<file path="config.mk">
export PLATFORM = sky130hd
export DESIGN_NAME = integer_to_radix_ascii_digits_unit
export DESIGN_NICKNAME = d
export VERILOG_FILES = /design/src/itrad_pkg.sv /design/src/itrad_cfg_regs.sv /design/src/itrad_digit_shifter.sv /design/src/integer_to_radix_ascii_digits_unit.sv
export VERILOG_INCLUDE_DIRS = /design/src /design/src/src
export SDC_FILE = /design/constraint.sdc
export NUM_CORES = 1
export LEC_CHECK = 0
export ABC_AREA = 0
export BUFFER_PORTS_ARGS = -buffer_cell sky130_fd_sc_hd__buf_2
export CAP_MARGIN = 20
export CORE_MARGIN = 4
export CORE_UTILIZATION = 25
export CTS_BUF_LIST = sky130_fd_sc_hd__clkbuf_8
export CTS_CLUSTER_SIZE = 28
export DETAILED_ROUTE_END_ITERATION = 16
export PLACE_DENSITY = 0.55
export SYNTH_ARGS = -nofsm -noshare
export SYNTH_HDL_FRONTEND = slang
export SYNTH_SLANG_ARGS = --single-unit
</file>
<file path="constraint.sdc">
create_clock -name clk -period 22 [get_ports clk]
set_input_delay 2.2 -clock clk [delete_from_list [all_inputs] [get_ports clk]]
set_output_delay 2.2 -clock clk [all_outputs]
set_load 0.02 [all_outputs]
</file>
<file path="src/integer_to_radix_ascii_digits_unit_macros.svh">
// Assertion macros shared by the integer to radix ASCII digits unit.
// Every macro samples on clk and is disabled while rst_n is low.
`ifndef INTEGER_TO_RADIX_ASCII_DIGITS_UNIT_MACROS_SVH
`define INTEGER_TO_RADIX_ASCII_DIGITS_UNIT_MACROS_SVH

// Same-cycle implication.
`define ITRAD_ASSERT_IMPL(label, ante, cons) \
    label: assert property (@(posedge clk) disable iff (!rst_n) (ante) |-> (cons)) \
        else $error("itrad assertion failed");

// Next-cycle implication.
`define ITRAD_ASSERT_NEXT(label, ante, cons) \
    label: assert property (@(posedge clk) disable iff (!rst_n) (ante) |=> (cons)) \
        else $error("itrad assertion failed");

`endif

</file>
<file path="src/itrad_pkg.sv">
// Package for the integer to radix ASCII digits unit.
// Holds radix codes, register indexes, config struct, state type and helpers.
package itrad_pkg;

    localparam int MAX_WIDTH_DEF = 64;
    localparam int VALUE_W       = 64;
    localparam int ADDR_W        = 3;
    localparam int DATA_W        = 32;

    localparam logic [6:0] CHAR_0 = 7'h30;
    localparam logic [6:0] CHAR_9 = 7'h39;
    localparam logic [6:0] CHAR_A = 7'h61;
    localparam logic [6:0] CHAR_F = 7'h66;

    // Register index taken from paddr[2]; registers are word aligned.
    localparam logic REG_WORD_LENGTH = 1'b0;
    localparam logic REG_RADIX_MODE  = 1'b1;

    localparam logic [1:0] WORD_LENGTH_RESET = 2'd3;

    typedef enum logic [1:0] {
        RADIX_HEX  = 2'd0,
        RADIX_OCT  = 2'd1,
        RADIX_BIN  = 2'd2,
        RADIX_NONE = 2'd3
    } radix_t;

    typedef struct packed {
        logic [1:0] word_length;
        radix_t     radix_mode;
    } cfg_t;

    typedef enum logic {
        ST_IDLE,
        ST_RUN
    } shift_state_t;

    function automatic logic [6:0] digit_ascii(logic [3:0] d);
        logic [6:0] d7;
        d7 = {3'b000, d};
        return (d > 4'd9) ? (d7 - 7'd10 + CHAR_A) : (d7 + CHAR_0);
    endfunction

    function automatic logic [VALUE_W-1:0] width_mask(int w);
        logic [VALUE_W-1:0] m;
        if (w >= VALUE_W)
            m = '1;
        else
            m = (VALUE_W'(1) << w) - VALUE_W'(1);
        return m;
    endfunction

endpackage

</file>
<file path="src/itrad_cfg_regs.sv">
// APB register file for the integer to radix ASCII digits unit.
// Depends on itrad_pkg for register indexes and the config struct.
module itrad_cfg_regs
    import itrad_pkg::*;
(
    input  logic              clk,
    input  logic              rst_n,
    input  logic              psel,
    input  logic              penable,
    input  logic              pwrite,
    input  logic [ADDR_W-1:0] paddr,
    input  logic [DATA_W-1:0] pwdata,
    output logic [DATA_W-1:0] prdata,
    output logic              pready,
    output cfg_t              cfg
);

    cfg_t cfg_reg;
    cfg_t cfg_next;
    logic wr_en;

    assign pready = 1'b1;
    assign wr_en  = psel && penable && pwrite;

    // Decode on the word index only; byte offsets within a word alias it.
    always_comb
    begin
        cfg_next = cfg_reg;
        if (wr_en)
        begin
            case (paddr[2])
                REG_WORD_LENGTH: cfg_next.word_length = pwdata[1:0];
                REG_RADIX_MODE:  cfg_next.radix_mode  = radix_t'(pwdata[1:0]);
                default:         cfg_next = cfg_reg;
            endcase
        end
    end

    always_ff @(posedge clk or negedge rst_n)
    begin
        if (!rst_n)
        begin
            cfg_reg.word_length <= WORD_LENGTH_RESET;
            cfg_reg.radix_mode  <= RADIX_HEX;
        end
        else
        begin
            cfg_reg <= cfg_next;
        end
    end

    always_comb
    begin
        case (paddr[2])
            REG_WORD_LENGTH: prdata = DATA_W'(cfg_reg.word_length);
            REG_RADIX_MODE:  prdata = DATA_W'(cfg_reg.radix_mode);
            default:         prdata = '0;
        endcase
    end

    assign cfg = cfg_reg;

endmodule

</file>
<file path="src/itrad_digit_shifter.sv">
// Digit-serial engine: shifts one radix digit per cycle (output stall permitting)
// out of the top of the loaded word, drops leading zeros and holds each character
// in an output register. Depends on itrad_pkg and the unit's assertion macros.
`include "integer_to_radix_ascii_digits_unit_macros.svh"

module itrad_digit_shifter
    import itrad_pkg::*;
#(
    parameter int MAX_WIDTH = MAX_WIDTH_DEF
)
(
    input  logic                               clk,
    input  logic                               rst_n,
    input  logic                               start,
    input  logic [MAX_WIDTH+2:0]               start_data,
    input  logic [$clog2(MAX_WIDTH+1)-1:0]     start_ndig,
    input  radix_t                             start_radix,
    output logic                               busy,
    output logic                               m_axis_tvalid,
    input  logic                               m_axis_tready,
    output logic [7:0]                         m_axis_tdata,  // [6:0] digit_char, [7] zero
    output logic                               m_axis_tlast   // last_digit
);

    localparam int SR_W  = MAX_WIDTH + 3;
    localparam int CNT_W = $clog2(MAX_WIDTH + 1);

    shift_state_t     state_reg, state_next;
    logic [SR_W-1:0]  sr_reg, sr_next, sr_shift;
    logic [CNT_W-1:0] cnt_reg, cnt_next;
    radix_t           radix_reg, radix_next;
    logic             started_reg, started_next;
    logic             out_valid_reg, out_valid_next;
    logic [6:0]       out_char_reg, out_char_next;
    logic             out_last_reg, out_last_next;

    logic [3:0]       digit;
    logic             is_last;
    logic             emit;
    logic             slot_free;
    logic             step;

    logic             char_is_digit;
    logic             char_is_letter;
    logic             idle_with_last;

    // Current digit, shift and handshake decisions
    always_comb
    begin
        case (radix_reg)
            RADIX_HEX:
            begin
                digit    = sr_reg[SR_W-1 -: 4];
                sr_shift = {sr_reg[SR_W-5:0], 4'b0000};
            end
            RADIX_OCT:
            begin
                digit    = {1'b0, sr_reg[SR_W-1 -: 3]};
                sr_shift = {sr_reg[SR_W-4:0], 3'b000};
            end
            default:
            begin
                digit    = {3'b000, sr_reg[SR_W-1]};
                sr_shift = {sr_reg[SR_W-2:0], 1'b0};
            end
        endcase
        is_last   = (cnt_reg == CNT_W'(1));
        // The final digit always goes out, so zero still yields one '0'.
        emit      = started_reg || (digit != 4'd0) || is_last;
        slot_free = !out_valid_reg || m_axis_tready;
        step      = (state_reg == ST_RUN) && (slot_free || !emit);
        busy      = (state_reg == ST_RUN);
    end

    // Next state
    always_comb
    begin
        state_next = state_reg;
        case (state_reg)
            ST_IDLE:
            begin
                if (start)
                    state_next = ST_RUN;
            end
            ST_RUN:
            begin
                if (step && is_last)
                    state_next = ST_IDLE;
            end
            default: state_next = ST_IDLE;
        endcase
    end

    // Datapath and output register
    always_comb
    begin
        sr_next        = sr_reg;
        cnt_next       = cnt_reg;
        radix_next     = radix_reg;
        started_next   = started_reg;
        out_valid_next = out_valid_reg;
        out_char_next  = out_char_reg;
        out_last_next  = out_last_reg;

        if (out_valid_reg && m_axis_tready)
            out_valid_next = 1'b0;

        if (start)
        begin
            sr_next      = start_data;
            cnt_next     = start_ndig;
            radix_next   = start_radix;
            started_next = 1'b0;
        end
        else if (step)
        begin
            sr_next      = sr_shift;
            cnt_next     = cnt_reg - CNT_W'(1);
            started_next = started_reg || emit;
            if (emit)
            begin
                out_valid_next = 1'b1;
                out_char_next  = digit_ascii(digit);
                out_last_next  = is_last;
            end
        end
    end

    always_ff @(posedge clk or negedge rst_n)
    begin
        if (!rst_n)
        begin
            state_reg     <= ST_IDLE;
            out_valid_reg <= 1'b0;
            started_reg   <= 1'b0;
        end
        else
        begin
            state_reg     <= state_next;
            out_valid_reg <= out_valid_next;
            started_reg   <= started_next;
        end
    end

    always_ff @(posedge clk)
    begin
        sr_reg       <= sr_next;
        cnt_reg      <= cnt_next;
        radix_reg    <= radix_next;
        out_char_reg <= out_char_next;
        out_last_reg <= out_last_next;
    end

    assign m_axis_tvalid = out_valid_reg;
    assign m_axis_tdata  = {1'b0, out_char_reg};
    assign m_axis_tlast  = out_last_reg;

    assign char_is_digit  = (out_char_reg >= CHAR_0) && (out_char_reg <= CHAR_9);
    assign char_is_letter = (out_char_reg >= CHAR_A) && (out_char_reg <= CHAR_F);
    assign idle_with_last = (state_reg == ST_IDLE) && out_valid_reg && out_last_reg;

    `ITRAD_ASSERT_IMPL(a_start_when_idle, start, state_reg == ST_IDLE)
    `ITRAD_ASSERT_IMPL(a_run_has_digits, state_reg == ST_RUN, cnt_reg != '0)
    `ITRAD_ASSERT_NEXT(a_last_ends_run, step && is_last, idle_with_last)
    `ITRAD_ASSERT_IMPL(a_char_range, out_valid_reg, char_is_digit || char_is_letter)

endmodule

</file>
<file path="src/integer_to_radix_ascii_digits_unit.sv">
// Engine: one digit position per cycle while the output is not stalled (hex
// ceil(W/4), octal ceil(W/3), binary W for word length W); leading zeros give no
// beat. A nonzero top digit goes out via the shift register and output register.
// Input: the single digit shift register takes one item at a time; s_axis_tready
// is low while it is busy, so output stalls also hold off the next item.
// Reset: rst_n clears config to 64-bit hex and empties engine and output.
module integer_to_radix_ascii_digits_unit
    import itrad_pkg::*;
#(
    parameter int MAX_WIDTH = MAX_WIDTH_DEF
)
(
    input  logic               clk,
    input  logic               rst_n,
    input  logic               s_axis_tvalid,
    output logic               s_axis_tready,
    input  logic [VALUE_W-1:0] s_axis_tdata,   // [63:0] value
    output logic               m_axis_tvalid,
    input  logic               m_axis_tready,
    output logic [7:0]         m_axis_tdata,   // [6:0] digit_char, [7] zero
    output logic               m_axis_tlast,   // last_digit
    input  logic               psel,
    input  logic               penable,
    input  logic               pwrite,
    input  logic [ADDR_W-1:0]  paddr,
    input  logic [DATA_W-1:0]  pwdata,
    output logic [DATA_W-1:0]  prdata,
    output logic               pready
);

    localparam int SR_W  = MAX_WIDTH + 3;
    localparam int CNT_W = $clog2(MAX_WIDTH + 1);

    localparam int W8  = (MAX_WIDTH < 8)  ? MAX_WIDTH : 8;
    localparam int W16 = (MAX_WIDTH < 16) ? MAX_WIDTH : 16;
    localparam int W32 = (MAX_WIDTH < 32) ? MAX_WIDTH : 32;
    localparam int W64 = (MAX_WIDTH < 64) ? MAX_WIDTH : 64;

    localparam int NDH [4] = '{(W8 + 3) / 4, (W16 + 3) / 4, (W32 + 3) / 4, (W64 + 3) / 4};
    localparam int NDO [4] = '{(W8 + 2) / 3, (W16 + 2) / 3, (W32 + 2) / 3, (W64 + 2) / 3};
    localparam int NDB [4] = '{W8, W16, W32, W64};

    localparam logic [VALUE_W-1:0] WMASK [4] =
        '{width_mask(W8), width_mask(W16), width_mask(W32), width_mask(W64)};

    cfg_t                cfg;
    logic                busy;
    logic                accept;
    logic                start;
    logic [VALUE_W-1:0]  masked;
    logic [SR_W-1:0]     base;
    logic [SR_W-1:0]     cand_h [4];
    logic [SR_W-1:0]     cand_o [4];
    logic [SR_W-1:0]     cand_b [4];
    logic [SR_W-1:0]     start_data;
    logic [CNT_W-1:0]    start_ndig;

    itrad_cfg_regs u_cfg (
        .clk     (clk),
        .rst_n   (rst_n),
        .psel    (psel),
        .penable (penable),
        .pwrite  (pwrite),
        .paddr   (paddr),
        .pwdata  (pwdata),
        .prdata  (prdata),
        .pready  (pready),
        .cfg     (cfg)
    );

    assign s_axis_tready = !busy;
    assign accept        = s_axis_tvalid && s_axis_tready;
    // Unsupported radix: accept the beat and drop it.
    assign start         = accept && (cfg.radix_mode != RADIX_NONE);

    // Mask to word length and left-align so the top digit sits at the MSB.
    always_comb
    begin
        masked = s_axis_tdata & WMASK[cfg.word_length];
        base   = SR_W'(masked[MAX_WIDTH-1:0]);
        for (int i = 0; i < 4; i++)
        begin
            cand_h[i] = base << (SR_W - 4 * NDH[i]);
            cand_o[i] = base << (SR_W - 3 * NDO[i]);
            cand_b[i] = base << (SR_W - NDB[i]);
        end
        case (cfg.radix_mode)
            RADIX_HEX:
            begin
                start_data = cand_h[cfg.word_length];
                start_ndig = CNT_W'(NDH[cfg.word_length]);
            end
            RADIX_OCT:
            begin
                start_data = cand_o[cfg.word_length];
                start_ndig = CNT_W'(NDO[cfg.word_length]);
            end
            default:
            begin
                start_data = cand_b[cfg.word_length];
                start_ndig = CNT_W'(NDB[cfg.word_length]);
            end
        endcase
    end

    itrad_digit_shifter #(
        .MAX_WIDTH (MAX_WIDTH)
    ) u_shifter (
        .clk           (clk),
        .rst_n         (rst_n),
        .start         (start),
        .start_data    (start_data),
        .start_ndig    (start_ndig),
        .start_radix   (cfg.radix_mode),
        .busy          (busy),
        .m_axis_tvalid (m_axis_tvalid),
        .m_axis_tready (m_axis_tready),
        .m_axis_tdata  (m_axis_tdata),
        .m_axis_tlast  (m_axis_tlast)
    );

endmodule

</file>
# After elaboration in Yosys (flattened, before gate mapping)
# Cells that the tools add are included.
[word_totals]
elab_cells = 84
ff_bits = 91
[op_classes]
muxes = 37
bitwise_logic = 5
magnitude_cmp = 2
reduce_logical = 22
n_addsub = 4
n_eq_ne = 4
[ops]
columns = ["operator", "n"]
rows = [
  ["$mux 67", 7],
  ["$bmux 67 s2", 2],
  ["$bmux 32 s2", 3],
  ["$pmux 67 s2", 1],
  ["$bmux 64 s2", 1],
  ["$mux 64", 2],
  ["$and 64x64->64", 1],
  ["$pmux 32 s2", 1],
  ["$mux 7", 9],
  ["$pmux 7 s2", 1],
  ["$mux 1", 8],
  ["$pmux 4 s2", 1],
  ["$add 4x6->7 const B", 1],
  ["$add 7x7->7 const B", 1],
  ["$eq 7x1->1 const B", 1],
  ["$logic_and 1x1->1", 7],
  ["$sub 7x1->7 const B", 1],
  ["$logic_or 1x1->1", 5],
  ["$sub 4x4->5 const B", 1],
  ["$eq 2x1->1 const B", 2],
  ["$gt 4x4->1 const B", 1],
  ["$logic_not 2->1", 2],
  ["$reduce_and 2->1", 2],
  ["$reduce_bool 4->1", 1],
  ["other kinds (8)", 12],
]

# Logic depth before layout (Yosys ltp)
# Gate-level depths: netlist (run 1).
[logic_depth]
depth_word = 11
mapped_depth = 8
depth_no_buf = 7

# Modules after synthesis
# A second synthesis (run 1) with hierarchy kept.
[hier_totals]
hier_cells = 778
hier_area_um2 = 7574.8
[modules_own_cells]
columns = ["module", "area_each_um2", "cells_each", "instances"]
rows = [
  ["itrad_digit_shifter", 5307.6, 467, 1],
  ["integer_to_radix_ascii_digits_unit", 1826.8, 266, 1],
  ["itrad_cfg_regs", 440.4, 45, 1],
]

# Worst setup path after synthesis (run 1)
# OpenSTA, ideal clock, no wires.
[synth_timing]
path_kind = "input to register"
start = "input port m_axis_tready"
end = "register u_shifter.cnt_reg[0] (enable)"
arrival_ps = 7519
setup_slack_ps = 13876
stages = 3
path_cell_list = "nand2b_1 > a31oi_1 > o21ai_0"
[synth_between]
elab_chain_cells = 4
[synth_rtl]
columns = ["element", "line", "rtl"]
rows = [
  ["start, declared", "integer_to_radix_ascii_digits_unit.sv:19", "input logic m_axis_tready,"],
  ["$logic_or 1x1->1", "itrad_digit_shifter.sv:70", "slot_free = !out_valid_reg || m_axis_tready;"],
  ["$logic_or 1x1->1", "itrad_digit_shifter.sv:71", "step = (state_reg == ST_RUN) && (slot_free || !emit);"],
  ["$logic_and 1x1->1", "itrad_digit_shifter.sv:71", ""],
  ["$reduce_bool 2->1 (no source line)", "-", ""],
  ["end signal, assigned", "itrad_digit_shifter.sv:148", "cnt_reg <= cnt_next;"],
  ["end, declared", "itrad_digit_shifter.sv:30", "logic [CNT_W-1:0] cnt_reg, cnt_next;"],
]
# No other way between the ends.
# A chain may end at the register's enable or synchronous reset.

# Worst setup path after layout (run 1)
[layout_timing]
start = "input port paddr[2]"
end = "output port prdata[0]"
[layout_between]
elab_chain_cells = 2
[layout_rtl]
columns = ["element", "line", "rtl"]
rows = [
  ["start, declared", "integer_to_radix_ascii_digits_unit.sv:25", "input logic [ADDR_W-1:0] paddr,"],
  ["$not 1->1 (no source line)", "-", ""],
  ["$pmux 32 s2 (*)", "itrad_cfg_regs.sv:54", "case (paddr[2])"],
  ["end, declared", "integer_to_radix_ascii_digits_unit.sv:27", "output logic [DATA_W-1:0] prdata,"],
]
# Every way passes the cells marked *; elsewhere a longest branch is shown, timed or not. The select of a mux whose other input is x is not followed.

==> flow_metrics.py, run 1 <==
metrics = {
    "final_layout": {
        "drive_above_1_share_pct": 20.6,
        "antenna_cells": 0,
        "fin_util_pct": 28.2,
        "layout-area-overhead-vs-synth_pct": 10.6,
        "area.sequential_um2": 2670,
        "multi_input_area_um2": 3780,
        "final_nets": 850,
        "final.fill_count": 2882,
        "largest_reg_flops": 66,
    },
    "worst_setup_path": {
        "r2r-end": "u_shifter.sr_reg[56]",
        "crit_required_ns": 19.80,
        "worst_setup_path_end_kind": "primary output",
        "crit_top_cell": "buf_2",
        "reg2reg_from": "u_shifter.radix_reg[1]",
        "cp_num_buf_inv": 2,
        "worstPathCellList": "buf_2 -> o21ai_0 -> buf_2",
        "cp.arrival_ns": 2.65,
        "slowest_delay_ns": 0.19,
        "slowest_stage": "buf_2",
        "crit_fanout": 6,
        "rrSetupSlack_ns": 18.97,
        "worst-setup-path-type": "in -> out",
        "reg2reg_depth": 8,
        "cpLargestDelayFamily": "buffers and inverters",
        "start_kind": "input pin",
    },
    "logic_synthesis": {
        "yosys_warnings": 0,
        "synth-main-ff-cell": "edfxtp_1",
        "syn-instance-count": 687,
        "yosysMostFrequentCell": "edfxtp_1",
        "yosys.area.top_type_share_pct": 36.1,
        "ys_top_cells_by_count": "edfxtp_1, mux2i_1, o21ai_0",
        "synth_edf_count": 83,
        "synth.avg_cell_area_um2": 10.1,
        "ys_types": 55,
        "async_reset_ff_share_pct": 7.78,
        "synth_top_area_cell": "edfxtp_1",
        "yosysSeqAreaShare_pct": 38.7,
        "yosys-top-cells-area": "edfxtp_1, mux2i_1, mux4_2",
        "ys_ff_latch": 90,
        "synth.cell_area_um2": 6910,
    },
    "die": {
        "fp.dieH_um": 174,
        "rows": 60,
        "die_w_um": 174,
        "io_pins": 150,
        "die_area_um2": 30300,
        "coreArea_um2": 27000,
        "initial_core_util_pct": 25.6,
    },
    "grt": {
        "grt_overflow": 0,
        "grt_max_degree": 80,
        "grt_pass1_vias": 5217,
        "grt_usage_pct": 13.4,
        "grt_antenna_before_repair": 2,
        "grt_pass1_wl_mm": 31.5,
    },
    "route": {
        "dr.pass1.iters": 5,
        "vias_per_cell": 5.37,
        "antenna_left": 0,
        "avgRoutedWirePerCell_um": 19.7,
        "drtIter0Drc": 742,
        "via_count": 5811,
        "drc": 0,
        "routed_wirelength_mm": 21.3,
    },
    "outcome": {
        "outcome": "finished, final reports clean",
    },
    "clocking": {
        "clk_path_buf_depth": 2,
        "postCtsSetupBuffers": 0,
        "root_buffer": "clkbuf_8",
        "clk_pin_slew_ns": 0.09,
        "numClockSinks": 90,
        "insertion_delay_ns": 0.39,
        "cts-resized-gates": 0,
        "cts_made_buffers": 9,
        "hold_buffers": 0,
        "tritoncts": "built",
        "cts_max_level": 3,
    },
    "placement": {
        "place.gp.congestion": 0.846,
        "dp_hpwl_mm": 15.1,
        "port-buffer-count": 85,
    },
    "worst_hold_path": {
        "hp-class": "reg -> reg",
        "whs_path_depth": 2,
        "hp-start": "u_shifter.started_reg",
        "min_to": "u_shifter.started_reg",
    },
    "timing": {
        "slew_viol_final": 0,
        "relSlewSlack_pct": 29.1,
        "finalSetupTns_ns": 0,
        "fmax_mhz": 206,
        "clock_skew_ns": 0.0181,
        "finalHoldViolCount": 0,
        "setup_viol": 0,
        "worst_slew_pin_slew_ns": 1.06,
        "whs_ns": 0.555,
        "period_share_pct": 22.1,
        "rsz0062_at_grt": "false",
        "finalCriticalPeriod_ns": 4.85,
    },
    "power_and_ir_drop": {
        "ir_worst_vdd_v": 0.0000549,
        "p_leak_uw": 0.00294,
        "power_density_nw_per_um2": 105,
    },
    "job": {
        "drv_cap": 0,
    },
}
==> cells by family after synthesis <==
group	after synthesis	synth area share, %
adder cells (fa/ha/maj)	7	1.27
buffers and inverters	102	8.41
AND/OR/NAND/NOR	149	9.68
flip-flops	90	38.7
multiplexers	110	21.0
other	2	0.109
AO/OA/AOI/OAI	220	20.0
XOR/XNOR	7	0.888
==> routing by layer <==
| metal | vias to the layer above | global-route usage [%] | routed length (um) |
|---|---|---|---|
| met4 | 4 | 3.66 | 313 |
| met2 | 315 | 17.5 | 8430 |
| li1 | 2663 | - | - |
| met3 | 25 | 4.74 | 2640 |
| met1 | 2804 | 20.5 | 9930 |
| met5 | - | 0 | 24 |
==> how the worst max path moves through the flow <==
stage | cells past startpoint | startpoint | slack [ns] | to
after floorplan | 3 | m_axis_tready | 13.88 | u_shifter.cnt_reg[0]
after global placement | 3 | paddr[2] | 17.14 | prdata[1]
after detailed placement | 3 | paddr[2] | 17.13 | prdata[1]
after CTS | 3 | paddr[2] | 17.14 | prdata[1]
after global routing | 4 | paddr[2] | 17.09 | prdata[0]
final | 3 | paddr[2] | 17.15 | prdata[0]
==> power breakdown <==
group,switching [uW],leakage [uW],internal (uW)
clock,65.2,0.000102,51.5
sequential,62.4,0.000898,301
combinational,187,0.00194,137
total,315,0.00294,489
==> worst min-delay path: stages (launching register included) <==
cell and delay, ns:
dfrtp_1 0.40, nand2_1 0.07, a22oi_1 0.06
==> metrics by stage <==
step	cell area, um2	power [uW]	std cells	setup WS (ns)
detailed placement	7440	686	1066	17.13
floorplan	7020	604	717	13.88
global route	7630	858	1083	17.09
global placement	7440	681	1066	17.14
CTS	7620	803	1082	17.14
finish	7630	804	1083	17.15
==> layout by cell type, fill, tap and decap left out, drive strengths merged, types with 4 or more instances in the layout <==
cell type,n
clkinv,6
nor2b,4
mux2i,74
a211oi,6
mux4,27
o22ai,15
nor3,4
nor2,58
buf,96
nand2b,10
inv,14
a32oi,4
mux2,9
a22o,13
conb,32
ha,7
o21ai,66
a21oi,53
a221oi,6
edfxtp,83
a31oi,5
dfrtp,5
xor2,4
nand2,56
a22oi,34
clkbuf,10
==> area by class of cell <==
| class | instances | share of cell area [%] |
|---|---|---|
| Inverter | 14 | 0.688 |
| Timing Repair Buffer | 97 | 6.83 |
| Clock inverter | 7 | 0.803 |
| Clock buffer | 9 | 1.62 |
| Sequential cell | 90 | 35.0 |
| Multi-Input combinational cell | 525 | 49.5 |
| Tap cell | 341 | 5.59 |
Note: power is estimated with default switching activity, not from simulation.
==> run 2, diff against run 1 <==
--- a/config.mk
+++ b/config.mk
@@ -6,7 +6,7 @@
 export SDC_FILE = /design/constraint.sdc
 export NUM_CORES = 1
 export LEC_CHECK = 0
-export ABC_AREA = 0
+export ABC_AREA = 1
 export BUFFER_PORTS_ARGS = -buffer_cell sky130_fd_sc_hd__buf_2
 export CAP_MARGIN = 20
 export CORE_MARGIN = 4
==> constraint.sdc (replaced) <==
create_clock -name clk -period 4.94 [get_ports clk]
set_input_delay 0.494 -clock clk [delete_from_list [all_inputs] [get_ports clk]]
set_output_delay 0.494 -clock clk [all_outputs]
set_load 0.02 [all_outputs]
==> flow_metrics.py, run 2 <==
metrics = {
    "final_layout": {
        "largest_reg_flops": 66,
        "layout-area-overhead-vs-synth_pct": 10.4,
        "final.fill_count": 3104,
        "final_cell_mix": "nand2_1, inv_1, nor2_1",
        "area.sequential_um2": 2670,
        "final_nets": 1140,
        "multi_input_area_um2": 3410,
        "antenna_cells": 0,
        "final_common_cell": "nand2_1",
        "drive_above_1_share_pct": 13.4,
    },
    "clocking": {
        "clk_pin_slew_ns": 0.09,
        "insertion_delay_ns": 0.39,
        "cts_max_level": 3,
        "numClockSinks": 90,
        "root_buffer": "clkbuf_8",
        "tritoncts": "built",
        "cts_made_buffers": 9,
        "clk_path_buf_depth": 2,
    },
    "route": {
        "antenna_left": 0,
        "drc": 0,
        "drtIter0Drc": 946,
        "routed_wirelength_mm": 23.6,
        "via_count": 6946,
        "dr.pass1.iters": 6,
        "vias_per_cell": 4.93,
        "avgRoutedWirePerCell_um": 16.8,
    },
    "timing": {
        "fmax_mhz": 301,
        "relSlewSlack_pct": 30.3,
        "worst_slew_pin_slew_ns": 1.04,
        "finalHoldViolCount": 0,
        "rsz0062_at_grt": "false",
        "finalSetupTns_ns": 0,
        "setup_viol": 0,
        "setup_ws_ns": 1.62,
        "slew_viol_final": 0,
        "period_share_pct": 67.2,
        "finalCriticalPeriod_ns": 3.32,
        "clock_skew_ns": 0.0212,
    },
    "grt": {
        "grt_usage_pct": 14.9,
        "grt_pass1_vias": 6367,
        "grt_pass1_wl_mm": 36.4,
        "grt_max_degree": 66,
        "grt_antenna_before_repair": 0,
        "grt_overflow": 0,
    },
    "power_and_ir_drop": {
        "switching_share_pct": 43.0,
        "p_leak_uw": 0.00341,
        "power_frac_seq_pct": 40.7,
        "power_density_nw_per_um2": 497,
        "pwr-share-comb_pct": 44.6,
        "ir_worst_vdd_v": 0.000213,
        "net-switching-power_uw": 1650,
        "internal-power_uw": 2190,
        "clkPwrFrac_pct": 14.7,
    },
    "placement": {
        "port-buffer-count": 85,
        "dp_hpwl_mm": 17.0,
        "place_ws_ns": 1.59,
        "place.gp.congestion": 0.866,
    },
    "worst_setup_path": {
        "r2r-end": "u_shifter.sr_reg[33]",
        "cp.arrival_ns": 3.43,
        "rrSetupSlack_ns": 1.62,
        "crit_required_ns": 5.05,
        "worst_setup_path_end_kind": "register",
        "cp-startpoint": "u_shifter.radix_reg[1]",
        "reg2reg_depth": 12,
        "crit_fanout": 53,
        "worst-setup-path-type": "reg -> reg",
        "reg2reg_from": "u_shifter.radix_reg[1]",
        "start_kind": "register",
    },
    "logic_synthesis": {
        "ys_types": 41,
        "yosys_warnings": 0,
        "yosys.area.top_type_share_pct": 35.6,
        "synthMuxAreaShare_pct": 0,
        "synth_compound_area_share_pct": 19.6,
        "synth_fa_ha_area_share_pct": 1.25,
        "synth_xor_area_share_pct": 0.875,
        "synth.avg_cell_area_um2": 7.12,
        "synth_top_area_cell": "edfxtp_1",
        "synth.cell_area_um2": 7010,
        "syn-instance-count": 984,
        "yosysSeqAreaShare_pct": 38.1,
        "ys_ff_latch": 90,
        "synth_top_family_by_area": "simple AND/OR/NAND/NOR gates",
        "yosys-top-cells-area": "edfxtp_1, nand2_1, o21ai_0",
        "synth-main-ff-cell": "edfxtp_1",
        "yosysMostFrequentCell": "nand2_1",
        "synth_edf_count": 83,
        "yosys.area_share.simple_pct": 25.2,
        "async_reset_ff_share_pct": 7.78,
        "ys_top_cells_by_count": "nand2_1, inv_1, nor2_1",
    },
    "die": {
        "initial_core_util_pct": 25.3,
        "rows": 61,
        "fp.dieH_um": 175,
        "die_w_um": 175,
        "die_area_um2": 30800,
        "io_pins": 150,
        "coreArea_um2": 27700,
    },
    "worst_hold_path": {
        "hp-start": "pwdata[0]",
        "hp-class": "in -> reg",
        "min_to": "u_cfg.cfg[2]",
        "whs_path_depth": 3,
    },
    "outcome": {
        "outcome": "finished, final reports clean",
    },
    "job": {
        "drv_cap": 0,
    },
}
[run 2: changes by cell type after synthesis, sizes merged, moves of 13 or more]
cell / previous run / this run
nor2: 58 / 112
o21ai: 66 / 106
nand3: 3 / 77
a21oi: 53 / 29
inv: 13 / 123
a22oi: 34 / 20
o22ai: 15 / 55
mux2i: 74 / 0
nand2: 56 / 223
mux4: 27 / 0
a22o: 13 / 0
[run 2: critical path: stages (launching register included)]
cell and delay (ns):
edfxtp_1 0.43, inv_4 0.44, nand2_2 0.52, o22ai_1 0.51, inv_1 0.19, ha_1 0.22, nand2_1 0.06, a21oi_1 0.04
nand3_1 0.12, nand2_1 0.06, nand2_1 0.08, nand2_2 0.08, buf_12 0.25
[run 2: repair_timing]
item,in CTS,in global routing
setup buffers,0,0
hold buffers,1,0
resized for setup,0,0
endpoints found under the setup margin,0,0
hold endpoints to repair,5,0
[run 2: through the flow]
| stage | cells | instance area [um2] | power, uW | utilization [%] | hold WS, ns |
|---|---|---|---|---|---|
| after CTS | 1409 | 7740 | 3840 | 27.9 | 0.343 |
| after global routing | 1409 | 7740 | 4140 | 27.9 | 0.379 |
| final | 1409 | 7740 | 3850 | 27.9 | 0.358 |
| after detailed placement | 1393 | 7520 | 3260 | 27.1 | 0.353 |
| after global placement | 1393 | 7520 | 3250 | 27.1 | 0.349 |
| after floorplan | 1014 | 7120 | 2820 | - | 0.198 |
[run 2: worst max path at each step]
| stage | to | slack (ns) | cells after the start |
|---|---|---|---|
| floorplan | u_shifter.cnt_reg[0] | 1.35 | 13 |
| global placement | u_shifter.sr_reg[25] | 1.59 | 12 |
| detailed placement | u_shifter.sr_reg[25] | 1.59 | 12 |
| CTS | u_shifter.sr_reg[19] | 1.58 | 12 |
| global route | u_shifter.sr_reg[19] | 1.37 | 14 |
| finish | u_shifter.sr_reg[33] | 1.62 | 12 |
[run 2: routing by layer]
layer | up-vias | GRT usage [%] | routed length (um)
li1 | 3325 | - | -
met1 | 3246 | 21.9 | 10800
met2 | 347 | 22.5 | 10300
met3 | 28 | 2.65 | 2110
met4 | 0 | 4.22 | 425
met5 | - | 0 | 0
[run 2: cells by family (layout without fill, tap and decap cells)]
| logic type | Yosys count | after routing |
|---|---|---|
| adders and majority gates | 7 | 7 |
| xor gates and xnor gates | 7 | 7 |
| DFF | 90 | 90 |
| AOI/OAI and AO/OA | 235 | 235 |
| buffers and inverters | 215 | 232 |
| and+or+nand+nor | 428 | 428 |
| other | 2 | 32 |
[run 2: area by class of cell]
type	instances	area share [%]
clock buffer	9	1.60
clock inverter	6	1.07
inverter	123	6.00
multi-input combinational	709	44.1
sequential	90	34.5
tap	378	6.11
timing repair buffer	94	6.57
[run 2: power groups by stage]
stage / combinational, uW / clock, uW / sequential [uW]
after floorplan: 1270 / 0 / 1550
after global placement: 1680 / 0 / 1570
after detailed placement: 1690 / 0 / 1580
after CTS: 1700 / 580 / 1560
after global routing: 1920 / 610 / 1600
final: 1710 / 567 / 1570
